**src/rtl/core/eflca_pkg.sv**
```systemverilog
`timescale 1ns / 1ps
// Shared types and constants for the free-list chunk allocator.
// No dependencies.

package eflca_pkg;

    typedef logic [1:0] op_t;
    typedef logic [7:0] unit_t;

    localparam op_t OP_FORMAT  = 2'd0;
    localparam op_t OP_REQUEST = 2'd1;
    localparam op_t OP_RELEASE = 2'd2;

    localparam logic STATUS_OK   = 1'b0;
    localparam logic STATUS_FULL = 1'b1;

    localparam unit_t UNIT_MAX = 8'hFF;

endpackage

```
**src/rtl/core/embedded_free_list_chunk_allocator.sv**
```systemverilog
`timescale 1ns / 1ps
// Single-frame chunk allocator: free list threaded through a link memory.
// Depends on eflca_pkg.
// Release, null request, unused code and a format that fits no chunk finish from
// IDLE; a request reads the head's link in ST_REQ; a format writes links in ST_FMT,
// through the single write port of the link memory, one link per cycle.
// One item at a time; busy stays high until the done strobe is due.
// Results appear for one cycle with done; the receiver cannot stall.
// Reset: empty free list (frame full), no units allocated, chunk size 1;
// link memory contents are left as they are.

module embedded_free_list_chunk_allocator #(
    parameter int UNIT_COUNT = 240
) (
    input  logic                 clk,
    input  logic                 rst_n,
    input  logic                 start,
    output logic                 busy,
    input  logic [1:0]           operation,
    input  logic [7:0]           chunk_index,
    input  logic                 chunk_units_we,
    input  logic [7:0]           chunk_units,
    output logic                 done,
    output logic                 status,
    output logic [7:0]           granted_index,
    output logic                 frame_empty,
    output logic                 frame_full,
    output logic [7:0]           allocated_units
);

    localparam int IDX_W = $clog2(UNIT_COUNT);
    localparam logic [9:0] UNIT_LIMIT = 10'(UNIT_COUNT);

    localparam logic [1:0] ST_IDLE = 2'd0;
    localparam logic [1:0] ST_REQ  = 2'd1;
    localparam logic [1:0] ST_FMT  = 2'd2;

    logic [1:0]            state_reg;
    logic [1:0]            state_next;
    eflca_pkg::unit_t      head_reg;
    eflca_pkg::unit_t      head_next;
    eflca_pkg::unit_t      used_reg;
    eflca_pkg::unit_t      used_next;
    eflca_pkg::unit_t      stride_reg;
    eflca_pkg::unit_t      stride_next;
    eflca_pkg::unit_t      chunk_units_reg;
    logic [9:0]            pos_reg;
    logic [9:0]            pos_next;
    logic                  done_reg;
    logic                  done_next;
    logic                  status_reg;
    logic                  status_next;
    eflca_pkg::unit_t      granted_reg;
    eflca_pkg::unit_t      granted_next;

    eflca_pkg::unit_t      link_mem [UNIT_COUNT];
    eflca_pkg::unit_t      rdata_reg;
    logic                  mem_we;
    logic [IDX_W-1:0]      mem_waddr;
    eflca_pkg::unit_t      mem_wdata;

    logic                  accept;
    eflca_pkg::unit_t      fmt_stride;
    logic [9:0]            fmt_next_pos;
    logic                  fmt_more;
    logic                  head_bad;
    logic                  idx_ok;
    logic [8:0]            used_sum;

    assign accept       = start && (state_reg == ST_IDLE);
    assign fmt_stride   = (chunk_units_reg == 8'd0) ? 8'd1 : chunk_units_reg;
    assign fmt_next_pos = pos_reg + {2'b00, stride_reg};
    assign fmt_more     = (fmt_next_pos + {2'b00, stride_reg}) <= UNIT_LIMIT;
    assign head_bad     = (head_reg == 8'd0) || ({2'b00, head_reg} >= UNIT_LIMIT);
    assign idx_ok       = (chunk_index != 8'd0) && ({2'b00, chunk_index} < UNIT_LIMIT);
    assign used_sum     = {1'b0, used_reg} + {1'b0, stride_reg};

    always_comb
    begin
        state_next   = state_reg;
        head_next    = head_reg;
        used_next    = used_reg;
        stride_next  = stride_reg;
        pos_next     = pos_reg;
        done_next    = 1'b0;
        status_next  = eflca_pkg::STATUS_OK;
        granted_next = 8'd0;
        mem_we       = 1'b0;
        mem_waddr    = chunk_index[IDX_W-1:0];
        mem_wdata    = head_reg;
        unique case (state_reg)
            ST_IDLE:
            begin
                if (accept)
                begin
                    case (operation)
                        eflca_pkg::OP_FORMAT:
                        begin
                            stride_next = fmt_stride;
                            used_next   = 8'd0;
                            pos_next    = 10'd1;
                            if ((10'd1 + {2'b00, fmt_stride}) <= UNIT_LIMIT)
                            begin
                                head_next  = 8'd1;
                                state_next = ST_FMT;
                            end
                            else
                            begin
                                head_next = 8'd0;
                                done_next = 1'b1;
                            end
                        end
                        eflca_pkg::OP_REQUEST:
                        begin
                            if (head_bad)
                            begin
                                status_next = eflca_pkg::STATUS_FULL;
                                done_next   = 1'b1;
                            end
                            else
                            begin
                                // link of the head is read at this edge
                                state_next = ST_REQ;
                            end
                        end
                        eflca_pkg::OP_RELEASE:
                        begin
                            done_next = 1'b1;
                            if (idx_ok)
                            begin
                                mem_we    = 1'b1;
                                head_next = chunk_index;
                                used_next = (used_reg > stride_reg) ?
                                            (used_reg - stride_reg) : 8'd0;
                            end
                        end
                        default:
                        begin
                            done_next = 1'b1;
                        end
                    endcase
                end
            end
            ST_REQ:
            begin
                granted_next = head_reg;
                head_next    = rdata_reg;
                used_next    = used_sum[8] ? eflca_pkg::UNIT_MAX : used_sum[7:0];
                done_next    = 1'b1;
                state_next   = ST_IDLE;
            end
            ST_FMT:
            begin
                // write one link per cycle; the last chunk ends the list
                mem_we    = 1'b1;
                mem_waddr = pos_reg[IDX_W-1:0];
                mem_wdata = fmt_more ? fmt_next_pos[7:0] : 8'd0;
                if (fmt_more)
                begin
                    pos_next = fmt_next_pos;
                end
                else
                begin
                    done_next  = 1'b1;
                    state_next = ST_IDLE;
                end
            end
            default:
            begin
                state_next = ST_IDLE;
            end
        endcase
    end

    always_ff @(posedge clk or negedge rst_n)
    begin
        if (!rst_n)
        begin
            state_reg       <= ST_IDLE;
            head_reg        <= 8'd0;
            used_reg        <= 8'd0;
            stride_reg      <= 8'd1;
            chunk_units_reg <= 8'd1;
            pos_reg         <= 10'd1;
            done_reg        <= 1'b0;
        end
        else
        begin
            state_reg  <= state_next;
            head_reg   <= head_next;
            used_reg   <= used_next;
            stride_reg <= stride_next;
            pos_reg    <= pos_next;
            done_reg   <= done_next;
            if (chunk_units_we)
            begin
                chunk_units_reg <= chunk_units;
            end
        end
    end

    always_ff @(posedge clk)
    begin
        status_reg  <= status_next;
        granted_reg <= granted_next;
    end

    always_ff @(posedge clk)
    begin
        if (mem_we)
        begin
            link_mem[mem_waddr] <= mem_wdata;
        end
        rdata_reg <= link_mem[head_reg[IDX_W-1:0]];
    end

    assign busy            = (state_reg != ST_IDLE);
    assign done            = done_reg;
    assign status          = status_reg;
    assign granted_index   = granted_reg;
    assign frame_empty     = (used_reg == 8'd0);
    assign frame_full      = (head_reg == 8'd0);
    assign allocated_units = used_reg;

endmodule

```
**config.mk**
```make
export PLATFORM = sky130hd
export DESIGN_NAME = embedded_free_list_chunk_allocator
export DESIGN_NICKNAME = d
export VERILOG_FILES = /design/src/rtl/core/eflca_pkg.sv /design/src/rtl/core/embedded_free_list_chunk_allocator.sv
export SDC_FILE = /design/constraint.sdc
export NUM_CORES = 2
export LEC_CHECK = 0
export BUFFER_PORTS_ARGS = -buffer_cell sky130_fd_sc_hd__buf_2
export CAP_MARGIN = 20
export CORE_ASPECT_RATIO = 2
export CORE_MARGIN = 3
export CORE_UTILIZATION = 45
export CTS_CLUSTER_DIAMETER = 100
export DETAILED_ROUTE_END_ITERATION = 8
export GPL_ROUTABILITY_DRIVEN = 0
export SYNTH_ARGS = -nofsm -noshare
export SYNTH_HDL_FRONTEND = slang
export SYNTH_SLANG_ARGS = --single-unit
```
**constraint.sdc**
```tcl
create_clock -name clk -period 25.9 [get_ports clk]
set_clock_uncertainty 0.1 [all_clocks]
set_input_delay 5.18 -clock clk [delete_from_list [all_inputs] [get_ports clk]]
set_output_delay 5.18 -clock clk [all_outputs]
set_load 0.005 [all_outputs]
```
==> results.sh <==
export IMPL_synth_compound_area_share=0.01853
export IMPL_switching_power_mw=3.927
export IMPL_synth_xor_area_frac=0.002017
export IMPL_cp_max_fo=22
export IMPL_netlist_instances=3587
export IMPL_tns_ns=0
export IMPL_max_vdd_ir_drop_mv=0.2748
export IMPL_synth_area_um2=78170
export IMPL_core_um2=172200
export IMPL_synth_edff_count=1920
export IMPL_synthFlopType="edfxtp_1"
export IMPL_die_w_um=300.7
export IMPL_postCtsSetupBuffers=0
export IMPL_rsz0062_at_grt="false"
export IMPL_grt_max_degree=175
export IMPL_path_cells="buf_2, nor2_1, nand4_1, o21ai_0, nor3_1, or2_2, nand3_2, nor2_1"
export IMPL_power_mw=11.15
export IMPL_max_freq_ghz=0.1201
export IMPL_slew_viol_final=0
export IMPL_critPathArrivalTime_ns=8.64
export IMPL_synth_seq_cells=1982
export IMPL_wl_met3_um=10680
export IMPL_period_share=0.3215
export IMPL_met1_length_um=69750
export IMPL_routed_wl_met2_um=113100
export IMPL_synth_common_cells="edfxtp_1 (1,920), mux4_2 (597), nor2_1 (278)"
export IMPL_synth_area_per_cell_um2=21.79
export IMPL_worstSetupEndpointType="flip-flop"
export IMPL_die_h_um=595.4
export IMPL_htreeDepth=4
export IMPL_crit_top_cell="nor2_1"
export IMPL_post_synth_top_count_cell="edfxtp_1"
export IMPL_wire_per_inst_um=33.96
export IMPL_io_buffers=42
export IMPL_synth_top_cell_area_share=0.7375
export IMPL_syn_to_final_growth_pct=10.78
export IMPL_via_count=36770
export IMPL_hp_class="reg -> reg"
export IMPL_min_path_cells=2
export IMPL_ant_nets=0
export IMPL_drive_gt1_frac=0.2687
export IMPL_finalSetupViolations=0
export IMPL_drc_errors=0
export IMPL_max_slew_margin=0.2369
export IMPL_r2r_start="stride_reg[1]"
export IMPL_clkSlewWorstSetupHoldPaths_ns=0.07
export IMPL_switching_share=0.3521
export IMPL_cp_num_cells=8
export IMPL_fin_hold_ws_ns=0.3985
export IMPL_hold_buffers=0
export IMPL_crit_required_ns=26.21
export IMPL_clockBufferDepth=4
export IMPL_seq_power_share=0.420
export IMPL_first_pass_iters=6
export IMPL_power_density_nw_per_um2=128.8
export IMPL_antenna_found_initial=6
export IMPL_vias_per_cell=6.032
export IMPL_status="finished, final reports clean"
export IMPL_synth_simple_gate_area_frac=0.02745
export IMPL_grt_pass1_wl_um=293400
export IMPL_netlist_top_cells_area="edfxtp_1 (74%), mux4_2 (17%), dfrtp_1 (1.3%)"
export IMPL_cts_resized=0
export IMPL_reg2reg_depth=17
export IMPL_maxCapViolCount=0
export IMPL_rows=215
export IMPL_cpPeakStageDelay_ns=0.99
export IMPL_yosysSeqAreaShare=0.7563
export IMPL_crit_path_top_delay_cell="nand3_2"
export IMPL_p_leak_nw=26.91
export IMPL_initial_core_util=0.4541
export IMPL_fin_crit_ns=8.328
export IMPL_nNetsFinal=3750
export IMPL_synthAdderAreaFrac=0.006306
export IMPL_yosys_warnings=0
export IMPL_dieArea_um2=179100
export IMPL_cts_num_sinks=1982
export IMPL_dp_hpwl_um=133300
export IMPL_cp_top_family="simple AND/OR/NAND/NOR gates"
export IMPL_synth_nets=3646
export IMPL_critPathKind="in -> reg"
export IMPL_start_kind="input pin"
export IMPL_cts_tree="done"
export IMPL_drt_total_wl_um=207000
export IMPL_grt_overflow_total=0
export IMPL_crit_start="chunk_index[3]"
export IMPL_synth_area_mux_share=0.1759
export IMPL_synth_top_family_by_area="multiplexers"
export IMPL_track_usage=0.2323
export IMPL_cts_root_buf="clkbuf_16"
export IMPL_post_route_util=0.5030
export IMPL_combinationalPowerShare=0.352
export IMPL_pin_count=43
export IMPL_hold_viol=0
export IMPL_p_int_mw=7.228
export IMPL_tightest_slew_ns=1.145
export IMPL_clock_latency_ns=0.81
export IMPL_largest_register_ffs=1920
export IMPL_cts_made_buffers=168
export IMPL_ys_async_sr_fraction=0.02270
export IMPL_yosys_area_top_type="edfxtp_1"
export IMPL_drt_initial_drc_count=3671
export IMPL_yosysUniqueCellTypes=68
export IMPL_critPathBufInv=1
export IMPL_min_from="rdata_reg[6]"
export IMPL_clkPwrFrac=0.229
export IMPL_highest_layer="met5"
export IMPL_grt_pass1_vias=38690
final timing paths:
check | to | slack, ns
min | head_reg[6] | 0.40
min reg2reg | head_reg[6] | 0.40
max in group asynchronous | head_reg[1] | 20.78
min in group asynchronous | allocated_units[5] | 4.41
max | link_mem[146][7] | 17.57
max reg2reg | link_mem[14][3] | 18.02
layer usage:
metal | global-route usage | vias up
met5 | 0 | -
met4 | 0.1272 | 2
met3 | 0.02952 | 429
met2 | 0.4253 | 1346
met1 | 0.2606 | 19790
li1 | - | 15210
cell usage in the layout, fill, tap and decap left out, types with 10 or more instances in the layout:
cell,count
clkbuf_1,24
clkbuf_16,172
dfxtp_1,17
inv_1,32
nand3_1,31
nand2_1,80
bufinv_16,19
clkinv_2,30
nor2_1,275
nand3b_1,10
dfrtp_1,37
clkinvlp_4,15
o21ai_0,29
a21oi_1,40
mux4_2,597
clkinv_1,22
a22oi_1,25
buf_4,72
mux2_2,20
ha_1,33
nor2b_1,16
nand2b_1,17
buf_2,43
o22ai_1,12
edfxtp_1,1920
nor3_1,16
xnor2_1,12
power by group through the flow:
stage | registers (mW) | logic, mW | clock network, mW
after floorplan | 4.92 | 2.30 | 0
after CTS | 4.68 | 3.98 | 2.59
final | 4.68 | 3.92 | 2.55
after global placement | 4.75 | 3.94 | 0
after detailed placement | 4.75 | 3.97 | 0
after global routing | 4.69 | 4.13 | 2.71
cell families after synthesis:
kind of cell	count (synthesis)
AND/OR/NAND/NOR	491
XOR/XNOR	18
flip-flops	1982
multiplexers	625
buffers and inverters	222
AO/OA/AOI/OAI	212
adder cells (fa/ha/maj)	37
metrics by stage:
step / area [um2] / setup WS (ns) / instances
after floorplan: 78180 / 11.26 / 3587
after global placement: 81110 / 16.63 / 5796
after detailed placement: 81130 / 16.87 / 5797
after CTS: 86560 / 17.70 / 6091
after global routing: 86600 / 17.56 / 6095
final: 86600 / 17.57 / 6096
final cells by class:
cell class	instances	area (um2)
fillers	13480	85560
flip-flops and latches	1982	59140
multi-input cells	1383	18120
clock buffers	196	4394
well taps	2278	2850
clock inverters	98	1033
repair buffers	123	930.9
inverters	33	123.9
diodes	3	7.507
worst min-delay path: cells and delay by family, from the launching register on:
family | cells | cell delay (ns)
AOI/OAI and AO/OA | 1 | 0.09
buffers and inverters | 1 | 0.06
DFF | 1 | 0.32
(Power assumes the default switching activity.)
